===== config.mk =====
export PLATFORM = sky130hd
export DESIGN_NAME = scancode_to_ascii_fifo
export DESIGN_NICKNAME = d
export VERILOG_FILES = /design/src/rtl/core/sta_pkg.sv /design/src/rtl/core/sta_ram.sv /design/src/rtl/core/sta_front.sv /design/src/rtl/core/sta_queue.sv /design/src/rtl/core/sta_back.sv /design/src/rtl/core/scancode_to_ascii_fifo.sv
export VERILOG_INCLUDE_DIRS = /design/src /design/src/rtl/core
export SDC_FILE = /design/constraint.sdc
export NUM_CORES = 2
export LEC_CHECK = 0
export BUFFER_PORTS_ARGS = -buffer_cell sky130_fd_sc_hd__buf_4
export CAP_MARGIN = 0
export CORE_UTILIZATION = 45
export DETAILED_ROUTE_END_ITERATION = 10
export HOLD_SLACK_MARGIN = 0.1
export PLACE_DENSITY = 0.71
export SLEW_MARGIN = 20
export SYNTH_ARGS = -nofsm -noshare
export SYNTH_HDL_FRONTEND = slang
export SYNTH_SLANG_ARGS = --single-unit

===== constraint.sdc =====
create_clock -name clk -period 4.94 [get_ports clk]
set_clock_uncertainty 0.15 [all_clocks]
set_input_delay 0.988 -clock clk [delete_from_list [all_inputs] [get_ports clk]]
set_output_delay 0.988 -clock clk [all_outputs]
set_load 0.01 [all_outputs]

===== src/rtl/core/scancode_to_ascii_fifo_assert.svh =====
// Assertion macros for the scan code translator.
// Included by the top level; no other dependencies.
`ifndef SCANCODE_TO_ASCII_FIFO_ASSERT_SVH
`define SCANCODE_TO_ASCII_FIFO_ASSERT_SVH
`ifndef SYNTHESIS
`define STA_ASSERT_NOW(label, clk, rst_n, ante, cons) \
    label: assert property (@(posedge clk) disable iff (!rst_n) (ante) |-> (cons)) \
        else $error("sta assertion failed");
`define STA_ASSERT_NEXT(label, clk, rst_n, ante, cons) \
    label: assert property (@(posedge clk) disable iff (!rst_n) (ante) |=> (cons)) \
        else $error("sta assertion failed");
`else
`define STA_ASSERT_NOW(label, clk, rst_n, ante, cons)
`define STA_ASSERT_NEXT(label, clk, rst_n, ante, cons)
`endif
`endif


===== src/rtl/core/sta_pkg.sv =====
// Shared types, key tables and FIFO sizing for the scan code translator.
// No dependencies; used by every module of the block but sta_ram.
`default_nettype none

package sta_pkg;

    // Character FIFO sizing (ring of FIFO_DEPTH slots, FIFO_DEPTH-1 usable)
    localparam int FIFO_DEPTH = 256;
    localparam int PTR_W      = $clog2(FIFO_DEPTH);

    typedef logic [PTR_W-1:0] ptr_t;

    // Request and response payloads
    typedef struct packed {
        logic       req_type;
        logic [7:0] scan_code;
    } req_t;

    typedef struct packed {
        logic [6:0] char_out;
        logic       char_valid;
        logic       has_input;
        logic       dropped;
    } rsp_t;

    // Request kinds
    localparam logic REQ_SCAN = 1'b0;
    localparam logic REQ_POP  = 1'b1;

    // Classified operation handed from front to back
    typedef struct packed {
        logic       is_pop;
        logic       is_push;
        logic [6:0] ch;
    } op_t;

    // Modifier key codes (set 1, press form)
    localparam logic [6:0] KEY_LSHIFT = 7'h2A;
    localparam logic [6:0] KEY_RSHIFT = 7'h36;
    localparam logic [6:0] KEY_CTRL   = 7'h1D;
    localparam logic [6:0] KEY_ALT    = 7'h38;
    localparam logic [6:0] KEY_CAPS   = 7'h3A;

    // Codes below this value have a table entry
    localparam logic [7:0] KEY_TABLE_LEN = 8'd58;

    // Letter bounds and case offsets
    localparam logic [6:0] CHR_LO_A   = 7'h61;
    localparam logic [6:0] CHR_LO_Z   = 7'h7A;
    localparam logic [6:0] CHR_UP_A   = 7'h41;
    localparam logic [6:0] CHR_UP_Z   = 7'h5A;
    localparam logic [6:0] CASE_DELTA = 7'h20;
    localparam logic [6:0] CTRL_LO    = 7'h60;
    localparam logic [6:0] CTRL_UP    = 7'h40;

    // Key tables, padded with zeros to a full 6-bit index
    localparam logic [6:0] KEY_PLAIN [64] = '{
        7'h00, 7'h1B, 7'h31, 7'h32, 7'h33, 7'h34, 7'h35, 7'h36,
        7'h37, 7'h38, 7'h39, 7'h30, 7'h2D, 7'h3D, 7'h08, 7'h09,
        7'h71, 7'h77, 7'h65, 7'h72, 7'h74, 7'h79, 7'h75, 7'h69,
        7'h6F, 7'h70, 7'h5B, 7'h5D, 7'h0A, 7'h00, 7'h61, 7'h73,
        7'h64, 7'h66, 7'h67, 7'h68, 7'h6A, 7'h6B, 7'h6C, 7'h3B,
        7'h27, 7'h60, 7'h00, 7'h5C, 7'h7A, 7'h78, 7'h63, 7'h76,
        7'h62, 7'h6E, 7'h6D, 7'h2C, 7'h2E, 7'h2F, 7'h00, 7'h2A,
        7'h00, 7'h20, 7'h00, 7'h00, 7'h00, 7'h00, 7'h00, 7'h00
    };

    localparam logic [6:0] KEY_SHIFTED [64] = '{
        7'h00, 7'h1B, 7'h21, 7'h40, 7'h23, 7'h24, 7'h25, 7'h5E,
        7'h26, 7'h2A, 7'h28, 7'h29, 7'h5F, 7'h2B, 7'h08, 7'h09,
        7'h51, 7'h57, 7'h45, 7'h52, 7'h54, 7'h59, 7'h55, 7'h49,
        7'h4F, 7'h50, 7'h7B, 7'h7D, 7'h0A, 7'h00, 7'h41, 7'h53,
        7'h44, 7'h46, 7'h47, 7'h48, 7'h4A, 7'h4B, 7'h4C, 7'h3A,
        7'h22, 7'h7E, 7'h00, 7'h7C, 7'h5A, 7'h58, 7'h43, 7'h56,
        7'h42, 7'h4E, 7'h4D, 7'h3C, 7'h3E, 7'h3F, 7'h00, 7'h2A,
        7'h00, 7'h20, 7'h00, 7'h00, 7'h00, 7'h00, 7'h00, 7'h00
    };

    // Advance a ring pointer, wrapping at FIFO_DEPTH
    function automatic ptr_t ptr_inc(input ptr_t p);
        ptr_t r;
        if (p == ptr_t'(FIFO_DEPTH - 1))
            r = '0;
        else
            r = p + ptr_t'(1);
        return r;
    endfunction

endpackage

`default_nettype wire


===== src/rtl/core/sta_ram.sv =====
// Generic single-write, single-read RAM with registered read data.
// No dependencies.
`default_nettype none

module sta_ram #(
    parameter int WIDTH = 8,
    parameter int DEPTH = 256
) (
    input  wire logic                     clk,
    input  wire logic                     we,
    input  wire logic [$clog2(DEPTH)-1:0] waddr,
    input  wire logic [WIDTH-1:0]         wdata,
    input  wire logic                     re,
    input  wire logic [$clog2(DEPTH)-1:0] raddr,
    output logic      [WIDTH-1:0]         rdata
);

    logic [WIDTH-1:0] mem [DEPTH];

    // Write port
    always_ff @(posedge clk)
    begin
        if (we)
        begin
            mem[waddr] <= wdata;
        end
    end

    // Read port: hold data when not enabled
    always_ff @(posedge clk)
    begin
        if (re)
        begin
            rdata <= mem[raddr];
        end
    end

endmodule

`default_nettype wire


===== src/rtl/core/sta_front.sv =====
// Front end: accepts requests, tracks modifier keys, translates scan codes.
// Depends on sta_pkg for request, operation types and key tables.
`default_nettype none

module sta_front (
    input  wire logic          clk,
    input  wire logic          rst_n,
    input  wire logic          req_valid,
    input  wire sta_pkg::req_t req,
    input  wire logic          q_full,
    output logic               req_stall,
    output logic               op_valid,
    output sta_pkg::op_t       op
);

    logic       shift_reg, shift_next;
    logic       ctrl_reg,  ctrl_next;
    logic       caps_reg,  caps_next;
    logic       accept;
    logic       is_scan;
    logic       release_key;
    logic [6:0] key;
    logic       key_shift, key_ctrl, key_alt, key_caps, key_mod;
    logic       in_table;
    logic [6:0] raw_ch, caps_ch, ctrl_ch;

    assign req_stall = q_full;
    assign accept    = req_valid && !q_full;
    assign op_valid  = req_valid;

    // Decode the scan byte
    assign is_scan     = (req.req_type == sta_pkg::REQ_SCAN);
    assign release_key = req.scan_code[7];
    assign key         = req.scan_code[6:0];
    assign key_shift   = (key == sta_pkg::KEY_LSHIFT) || (key == sta_pkg::KEY_RSHIFT);
    assign key_ctrl    = (key == sta_pkg::KEY_CTRL);
    assign key_alt     = (key == sta_pkg::KEY_ALT);
    assign key_caps    = (key == sta_pkg::KEY_CAPS);
    assign key_mod     = key_shift || key_ctrl || key_alt || key_caps;
    assign in_table    = (req.scan_code < sta_pkg::KEY_TABLE_LEN);

    // Look up the character and apply caps lock, then ctrl
    always_comb
    begin
        raw_ch = shift_reg ? sta_pkg::KEY_SHIFTED[req.scan_code[5:0]]
                           : sta_pkg::KEY_PLAIN[req.scan_code[5:0]];

        caps_ch = raw_ch;
        if (caps_reg)
        begin
            if (raw_ch >= sta_pkg::CHR_LO_A && raw_ch <= sta_pkg::CHR_LO_Z)
                caps_ch = raw_ch - sta_pkg::CASE_DELTA;
            else if (raw_ch >= sta_pkg::CHR_UP_A && raw_ch <= sta_pkg::CHR_UP_Z)
                caps_ch = raw_ch + sta_pkg::CASE_DELTA;
        end

        ctrl_ch = caps_ch;
        if (ctrl_reg)
        begin
            if (caps_ch >= sta_pkg::CHR_LO_A && caps_ch <= sta_pkg::CHR_LO_Z)
                ctrl_ch = caps_ch - sta_pkg::CTRL_LO;
            else if (caps_ch >= sta_pkg::CHR_UP_A && caps_ch <= sta_pkg::CHR_UP_Z)
                ctrl_ch = caps_ch - sta_pkg::CTRL_UP;
        end
    end

    // Classify the request for the back end
    always_comb
    begin
        op.is_pop  = (req.req_type == sta_pkg::REQ_POP);
        op.is_push = is_scan && !release_key && !key_mod && in_table && (ctrl_ch != 7'd0);
        op.ch      = ctrl_ch;
    end

    // Update held modifiers; alt press and release carry no character
    always_comb
    begin
        shift_next = shift_reg;
        ctrl_next  = ctrl_reg;
        caps_next  = caps_reg;
        if (accept && is_scan)
        begin
            if (release_key)
            begin
                if (key_shift)
                    shift_next = 1'b0;
                if (key_ctrl)
                    ctrl_next = 1'b0;
            end
            else
            begin
                if (key_shift)
                    shift_next = 1'b1;
                if (key_ctrl)
                    ctrl_next = 1'b1;
                if (key_caps)
                    caps_next = !caps_reg;
            end
        end
    end

    always_ff @(posedge clk or negedge rst_n)
    begin
        if (!rst_n)
        begin
            shift_reg <= 1'b0;
            ctrl_reg  <= 1'b0;
            caps_reg  <= 1'b0;
        end
        else
        begin
            shift_reg <= shift_next;
            ctrl_reg  <= ctrl_next;
            caps_reg  <= caps_next;
        end
    end

endmodule

`default_nettype wire


===== src/rtl/core/sta_queue.sv =====
// Two-entry operation queue between front and back ends.
// Depends on sta_pkg for the operation type.
`default_nettype none

module sta_queue (
    input  wire logic         clk,
    input  wire logic         rst_n,
    input  wire logic         push_valid,
    input  wire sta_pkg::op_t push_op,
    output logic              full,
    output logic              pop_valid,
    output sta_pkg::op_t      pop_op,
    input  wire logic         pop_take
);

    sta_pkg::op_t q_reg [2];
    logic         wr_reg, wr_next;
    logic         rd_reg, rd_next;
    logic [1:0]   count_reg, count_next;
    logic         do_push;

    assign full      = (count_reg == 2'd2);
    assign pop_valid = (count_reg != 2'd0);
    assign pop_op    = q_reg[rd_reg];
    assign do_push   = push_valid && !full;

    // Advance pointers and occupancy
    always_comb
    begin
        wr_next    = wr_reg;
        rd_next    = rd_reg;
        count_next = count_reg;
        if (do_push)
            wr_next = !wr_reg;
        if (pop_take)
            rd_next = !rd_reg;
        if (do_push && !pop_take)
            count_next = count_reg + 2'd1;
        else if (!do_push && pop_take)
            count_next = count_reg - 2'd1;
    end

    always_ff @(posedge clk or negedge rst_n)
    begin
        if (!rst_n)
        begin
            wr_reg    <= 1'b0;
            rd_reg    <= 1'b0;
            count_reg <= 2'd0;
        end
        else
        begin
            wr_reg    <= wr_next;
            rd_reg    <= rd_next;
            count_reg <= count_next;
        end
    end

    // Hold entries
    always_ff @(posedge clk)
    begin
        if (do_push)
        begin
            q_reg[wr_reg] <= push_op;
        end
    end

endmodule

`default_nettype wire


===== src/rtl/core/sta_back.sv =====
// Back end: character FIFO push and pop, response register.
// Depends on sta_pkg and sta_ram.
`default_nettype none

module sta_back (
    input  wire logic         clk,
    input  wire logic         rst_n,
    input  wire logic         op_valid,
    input  wire sta_pkg::op_t op,
    output logic              op_take,
    output logic              rsp_valid,
    input  wire logic         rsp_stall,
    output sta_pkg::rsp_t     rsp
);

    sta_pkg::ptr_t wr_ptr_reg, wr_ptr_next;
    sta_pkg::ptr_t rd_ptr_reg, rd_ptr_next;
    sta_pkg::ptr_t wr_inc;
    logic          valid_reg;
    logic          hit_reg, hit_next;
    logic          has_reg, has_next;
    logic          drop_reg, drop_next;
    logic          advance;
    logic          empty, full;
    logic          push_ok;
    logic [6:0]    rdata;

    // Advance when the response register is free or being taken
    assign advance = !valid_reg || !rsp_stall;
    assign op_take = op_valid && advance;

    assign wr_inc = sta_pkg::ptr_inc(wr_ptr_reg);
    assign empty  = (wr_ptr_reg == rd_ptr_reg);
    assign full   = (wr_inc == rd_ptr_reg);

    // Carry out the operation
    always_comb
    begin
        hit_next    = op_take && op.is_pop && !empty;
        push_ok     = op_take && op.is_push && !full;
        drop_next   = op_take && op.is_push && full;
        wr_ptr_next = push_ok ? wr_inc : wr_ptr_reg;
        rd_ptr_next = hit_next ? sta_pkg::ptr_inc(rd_ptr_reg) : rd_ptr_reg;
        has_next    = (wr_ptr_next != rd_ptr_next);
    end

    sta_ram #(
        .WIDTH (7),
        .DEPTH (sta_pkg::FIFO_DEPTH)
    ) u_store (
        .clk   (clk),
        .we    (push_ok),
        .waddr (wr_ptr_reg),
        .wdata (op.ch),
        .re    (hit_next),
        .raddr (rd_ptr_reg),
        .rdata (rdata)
    );

    always_ff @(posedge clk or negedge rst_n)
    begin
        if (!rst_n)
        begin
            wr_ptr_reg <= '0;
            rd_ptr_reg <= '0;
            valid_reg  <= 1'b0;
            hit_reg    <= 1'b0;
            has_reg    <= 1'b0;
            drop_reg   <= 1'b0;
        end
        else
        begin
            wr_ptr_reg <= wr_ptr_next;
            rd_ptr_reg <= rd_ptr_next;
            if (advance)
            begin
                valid_reg <= op_take;
                hit_reg   <= hit_next;
                has_reg   <= has_next;
                drop_reg  <= drop_next;
            end
        end
    end

    // Drive the response; read data holds while stalled
    assign rsp_valid      = valid_reg;
    assign rsp.char_out   = hit_reg ? rdata : 7'd0;
    assign rsp.char_valid = hit_reg;
    assign rsp.has_input  = has_reg;
    assign rsp.dropped    = drop_reg;

endmodule

`default_nettype wire


===== src/rtl/core/scancode_to_ascii_fifo.sv =====
// Top level of the scan code to ASCII translator with character FIFO.
// Depends on sta_pkg, sta_front, sta_queue, sta_back and the assertion header.
//
//   Channel | Signals                      | Payload
//   --------+------------------------------+-------------------------------
//   request | req_valid, req_stall, req    | req_type, scan_code
//   response| rsp_valid, rsp_stall, rsp    | char_out, char_valid, has_input,
//           |                              | dropped
//
// One request per cycle while the queue is not full; a taken request is written
// into the queue, then into the response register, which presents its response.
// The FIFO RAM read is registered on the same edge as the response register.
// Reset clears modifiers, the queue, the FIFO pointers; the RAM is not cleared.
// A stalled response holds the back end; the two-entry queue absorbs the
// front, which stalls requests only when the queue is full.
`default_nettype none
`include "scancode_to_ascii_fifo_assert.svh"

module scancode_to_ascii_fifo (
    input  wire logic          clk,
    input  wire logic          rst_n,
    input  wire logic          req_valid,
    output logic               req_stall,
    input  wire sta_pkg::req_t req,
    output logic               rsp_valid,
    input  wire logic          rsp_stall,
    output sta_pkg::rsp_t      rsp
);

    logic         f_valid;
    sta_pkg::op_t f_op;
    logic         q_full;
    logic         q_valid;
    sta_pkg::op_t q_op;
    logic         q_take;

    sta_front u_front (
        .clk       (clk),
        .rst_n     (rst_n),
        .req_valid (req_valid),
        .req       (req),
        .q_full    (q_full),
        .req_stall (req_stall),
        .op_valid  (f_valid),
        .op        (f_op)
    );

    sta_queue u_queue (
        .clk        (clk),
        .rst_n      (rst_n),
        .push_valid (f_valid),
        .push_op    (f_op),
        .full       (q_full),
        .pop_valid  (q_valid),
        .pop_op     (q_op),
        .pop_take   (q_take)
    );

    sta_back u_back (
        .clk       (clk),
        .rst_n     (rst_n),
        .op_valid  (q_valid),
        .op        (q_op),
        .op_take   (q_take),
        .rsp_valid (rsp_valid),
        .rsp_stall (rsp_stall),
        .rsp       (rsp)
    );

    // A popped character was pushed nonzero
    `STA_ASSERT_NOW(a_char_nonzero, clk, rst_n, rsp_valid && rsp.char_valid, rsp.char_out != 7'd0)
    // A drop means the FIFO was full, so it still holds characters
    `STA_ASSERT_NOW(a_drop_nonempty, clk, rst_n, rsp_valid && rsp.dropped, rsp.has_input)
    // A response is never both a pop hit and a drop
    `STA_ASSERT_NOW(a_hit_xor_drop, clk, rst_n, rsp_valid, !(rsp.char_valid && rsp.dropped))
    // A queued operation with a free response register is taken at once
    `STA_ASSERT_NEXT(a_queue_take, clk, rst_n, q_valid && !rsp_valid, rsp_valid)

endmodule

`default_nettype wire

# Word-level counts from Yosys, hierarchy flattened
# Memories as Yosys holds them, arrays and structs flattened. A register that Yosys moved wholly into a read port is not among the register bits.
# Index checks and enable logic that the tools add are counted.
[word_totals]
mem_bits_ro = 896
out_inout_bits = 12
elab_cells = 117
mem_count = 4
ff_bits = 27
input_bits = 13
ramBits = 1810
[memory_table]
columns = ["name", "words", "word_bits", "read_ports", "rd_ports_with_merged_regs", "write_ports", "line", "rtl"]
rows = [
  ["u_back.u_store.mem", 256, 7, 1, 1, 1, "sta_ram.sv:18", "logic [WIDTH-1:0] mem [DEPTH];"],
  ["(name not given)", 64, 7, 1, 0, 0, "sta_front.sv:45", "raw_ch = shift_reg ? sta_pkg::KEY_SHIFTED[req.scan_code[5:0]]"],
  ["(name not given)", 64, 7, 1, 0, 0, "sta_front.sv:46", ": sta_pkg::KEY_PLAIN[req.scan_code[5:0]];"],
  ["u_queue.q_reg", 2, 9, 1, 0, 1, "sta_queue.sv:16", "sta_pkg::op_t q_reg [2];"],
]
[op_classes]
n_eq_ne = 11
bitwise = 3
n_reduce_logical = 41
n_addsub = 8
muxes = 28
magnitude_cmp = 10
[op_table]
columns = ["operator", "count"]
rows = [
  ["$mux 7", 12],
  ["$ge 7x7->1 const B", 5],
  ["$mux 8", 4],
  ["$eq 7x6->1 const B", 4],
  ["$le 7x7->1 const B", 4],
  ["$logic_and 1x1->1", 18],
  ["$add 8x1->8 const B", 2],
  ["$eq 8x8->1", 2],
  ["$eq 8x8->1 const B", 2],
  ["$sub 7x7->7 const B", 2],
  ["$logic_not 1->1", 12],
  ["$mux 1", 10],
  ["$lt 8x6->1 const B", 1],
  ["$ne 8x8->1", 1],
  ["$add 7x6->7 const B", 1],
  ["$eq 7x5->1 const B", 1],
  ["$not 6->7", 1],
  ["$reduce_bool 7->1", 1],
  ["$sub 7x6->7 const B", 1],
  ["$logic_or 1x1->1", 5],
  ["$mux 2", 2],
  ["$reduce_and 2->1", 2],
  ["$reduce_bool 2->1", 2],
  ["$reduce_and 3->1", 1],
  ["other kinds (4)", 5],
]

# Depth between registers and ports, before layout
[logic_depth]
depth_word = 17
mapped_depth = 24
mapped_depth_nobuf = 22

# Hierarchy
# Synthesis repeated with hierarchy kept, for this count alone.
[unflattened]
cells_unflattened = 3877
area_unflattened_um2 = 74771.7
[by_module_without_submodules]
columns = ["mod", "seq_area_each_um2", "area_per_inst_um2", "n_inst", "cells_per_inst"]
rows = [
  ["sta_ram", 54021.8, 70267.4, 1, 3381],
  ["sta_front", 75.1, 1988.2, 1, 272],
  ["sta_back", 500.5, 1621.6, 1, 177],
  ["sta_queue", 640.6, 894.6, 1, 47],
]

# Least setup slack after synthesis
# No wires, ideal clock.
[synth_path]
path_kind = "input -> register"
from = "input port req[0] (netlist name)"
to = "memory u_queue.q_reg[0][6] (netlist name), data pin"
path_stages = 24
arrival_ps = 5150
setup_time_ps = 257
setup_slack_ps = -617
required_time_ps = 4533
n_path_buf = 2
cell_sequence = "clkbuf_1 -> inv_1 -> ha_1 -> clkbuf_1 -> a21oi_1 -> o21a_1 -> a211oi_1 -> o32ai_1 -> inv_1 -> ha_1 -> and2_1 -> o2bb2a_4 -> o21ai_2 -> o31ai_1 -> a21oi_1 -> inv_1 -> ha_1 -> inv_1 -> a211oi_1 -> a22oi_1 -> o21ai_0 -> o2bb2ai_1 -> a31oi_1 -> a21o_1"
[synth_rtl]
columns = ["item", "line", "rtl"]
rows = [
  ["start, declared", "scancode_to_ascii_fifo.sv:24", "input wire sta_pkg::req_t req,"],
  ["end, declared", "sta_queue.sv:16", ""],
]

==> metrics.cfg <==
[detailed_routing]
drc_errors=0
firstDrtPassIters=6
dr.first_iter.drc_count=4523
wl_per_cell_um=29.0
vias=35122
vias_per_cell=6.04
ant_nets=0
wirelength_mm=169

[synthesis]
synth_common_cells=1817 x edfxtp_1, 593 x mux4_2, 285 x nor2_1
synth_edf_count=1817
synthCells=3352
synth_warnings=0
syn_area_um2=73500
synth_top_area_cell=edfxtp_1
syn_area_per_cell_um2=21.9
async_reset_ff_share_pct=1.46
synth-main-ff-cell=edfxtp_1
synth_seq_cells=1844
synth_nets=3387
seq_area_frac_synth_pct=75.2
yosys.cell_types.count=84
yosysMostFrequentCell=edfxtp_1
synth_area_leaders=edfxtp_1 74%, mux4_2 18%, nor2_1 1.5%, dfrtp_1 0.92%, clkbuf_1 0.66%
yosys.area.top_type_share_pct=74.2

[finish]
drive_gt1_share_pct=29.4
nets=3554
largest_reg_flops=1792
fillers=12317
syn_to_final_growth_pct=12.9
n_antenna_cell=0

[cts]
h-tree-depth=4
numCtsBuffers=180
clkSlewWorstSetupHoldPaths_ns=0.07
cts-root-buf=clkbuf_16
worstSkewPairLatency_ns=0.82
cts_tree=built
clockBufferDepth=3
cts.sinks=1844

[power]
p_per_area_nw_per_um2=568
power_leakage_nw=25.4
netSwitchingPower_mw=14.3
swShare_pct=30.4
ir_worst_vdd_mv=0.362
pwr-share-clk_pct=27.6
power_frac_seq_pct=42.0
pwr-share-comb_pct=30.4
internal_power_mw=32.8

[grt]
grt_overflow=0
grt_first_pass_wirelength_mm=248
grt_max_degree=137
grt_pass1_vias=35569
antenna_found_initial=9
grt_use_total_pct=20.8

[worst_setup_path]
r2r-start=u_front.shift_reg
worst-endpoint-arrival_ns=5.01
regToRegSetupSlack_ns=0.41
reg2reg_depth=17
reg2reg_to=u_queue.q_reg[1][6]
crit_type=input port to flip-flop
end_kind=flip-flop
crit_required_ns=5.35
critPathMaxFanout=7
setup.worst_path.start_class=input port

[floorplanning]
coreArea_um2=161000
io_pins=25
die_y_um=406
initial_core_util_pct=45.6
row_count=147
die_area_um2=165000
die_x_um=406

[hold_path]
hold_class=input port to flip-flop
hold_end=u_front.shift_reg
hold_depth=2
hp-start=req[7]

[sta]
post-route-min-period_ns=4.60
finalSetupViolations=0
final-hold-violation-count=0
max_slew_margin_pct=29.2
rsz0062_at_grt=no
whs_ns=0.238
tns_ns=0
period_share_pct=93.1
clock.fmax_mhz=217
slew_violations=0
tightestPinTransition_ns=1.06

[run_status]
outcome=finished clean

[place]
place_congestion=0.843
port_buffers=24
dpl.hpwl_mm=101

[run]
drv_cap=0

-- critical path: stages --
cell and delay [ns]:
buf_4 0.10, clkinvlp_4 0.25, ha_4 0.31, or2_2 0.32, and3_1 0.21, o311ai_2 0.44
buf_4 0.20, nand4_1 0.21, o21ai_1 0.29, o21ai_4 0.09, o31ai_2 0.27, a211o_1 0.23
ha_2 0.24, inv_2 0.06, a211oi_4 0.19, a22oi_1 0.10, o21ai_1 0.10, o2bb2ai_1 0.13
a31oi_1 0.07, a21o_1 0.20
-- metal layers --
layer / wire, µm / part of all wire (%) / vias up / global-route usage [%]
met5: 81 / 0.048 / - / 0
met4: 3890 / 2.3 / 6 / 5.94
met3: 14500 / 8.6 / 240 / 3.87
met2: 82700 / 49 / 1672 / 33.1
met1: 67800 / 40 / 18784 / 29.5
li1: - / - / 14420 / -
-- power groups by stage --
stage / clock (mW) / combinational (mW) / sequential, mW
floorplan: 0 / 9.22 / 20.0
global placement: 0 / 14.2 / 20.1
detailed placement: 0 / 14.4 / 20.1
CTS: 13.2 / 14.5 / 19.8
global route: 13.8 / 15.0 / 19.8
finish: 13.0 / 14.3 / 19.8
-- final cells by class --
type | count | area (µm²) | share of cell area [%]
tap | 2160 | 2700 | 3.26
inverter | 29 | 120 | 0.145
clock buffer | 226 | 4700 | 5.66
multi-input combinational | 1269 | 17500 | 21.1
clock inverter | 96 | 838 | 1.01
sequential | 1844 | 55300 | 66.6
timing repair buffer | 195 | 1850 | 2.23
-- cells in the final DEF, fill, tap and decap left out, types with 25 or more instances in the layout --
master / count
edfxtp_1: 1817
mux4_2: 593
nor2_1: 285
clkbuf_16: 181
buf_4: 163
nand2_1: 47
clkbuf_1: 45
clkinv_1: 41
buf_12: 31
xnor2_1: 25
clkinv_2: 25
-- through the flow --
stage | cells | power, mW | instance area, µm² | setup slack (ns) | util [%]
floorplan | 3352 | 29.3 | 73600 | -0.167 | -
global placement | 5496 | 34.3 | 77400 | -0.395 | 48.0
detailed placement | 5496 | 34.5 | 77400 | -0.517 | 48.0
CTS | 5819 | 47.4 | 83000 | 0.355 | 51.5
global route | 5819 | 48.6 | 83000 | 0.0166 | 51.5
finish | 5819 | 47.1 | 83000 | 0.340 | 51.5
-- worst max-delay path by stage --
stage / start / slack (ns) / to
detailed placement: req[1] / -0.52 / u_queue.q_reg[1][6]
finish: req[1] / 0.34 / u_queue.q_reg[1][6]
CTS: req[1] / 0.36 / u_queue.q_reg[1][6]
global route: req[1] / 0.02 / u_queue.q_reg[1][6]
global placement: req[1] / -0.39 / u_queue.q_reg[0][6]
floorplan: req[1] / -0.17 / u_queue.q_reg[0][6]
-- cells by family (layout without fill, tap and decap cells) --
kind of cell,Yosys count,count (layout),share of synthesized area (%)
XOR/XNOR,36,36,0.448
buffers and inverters,239,546,1.33
flip-flops,1844,1844,75.2
AND/OR/NAND/NOR,464,464,2.89
multiplexers,620,620,18.6
adder cells (fa/ha/maj),22,22,0.375
AO/OA/AOI/OAI,127,127,1.22
-- repair_timing --
item,4_1_cts,5_1_grt
gates resized for setup,0,0
endpoints found under the hold margin,27,0
hold buffers,1,0
buffers inserted,0,0
(Power assumes the default switching activity.)
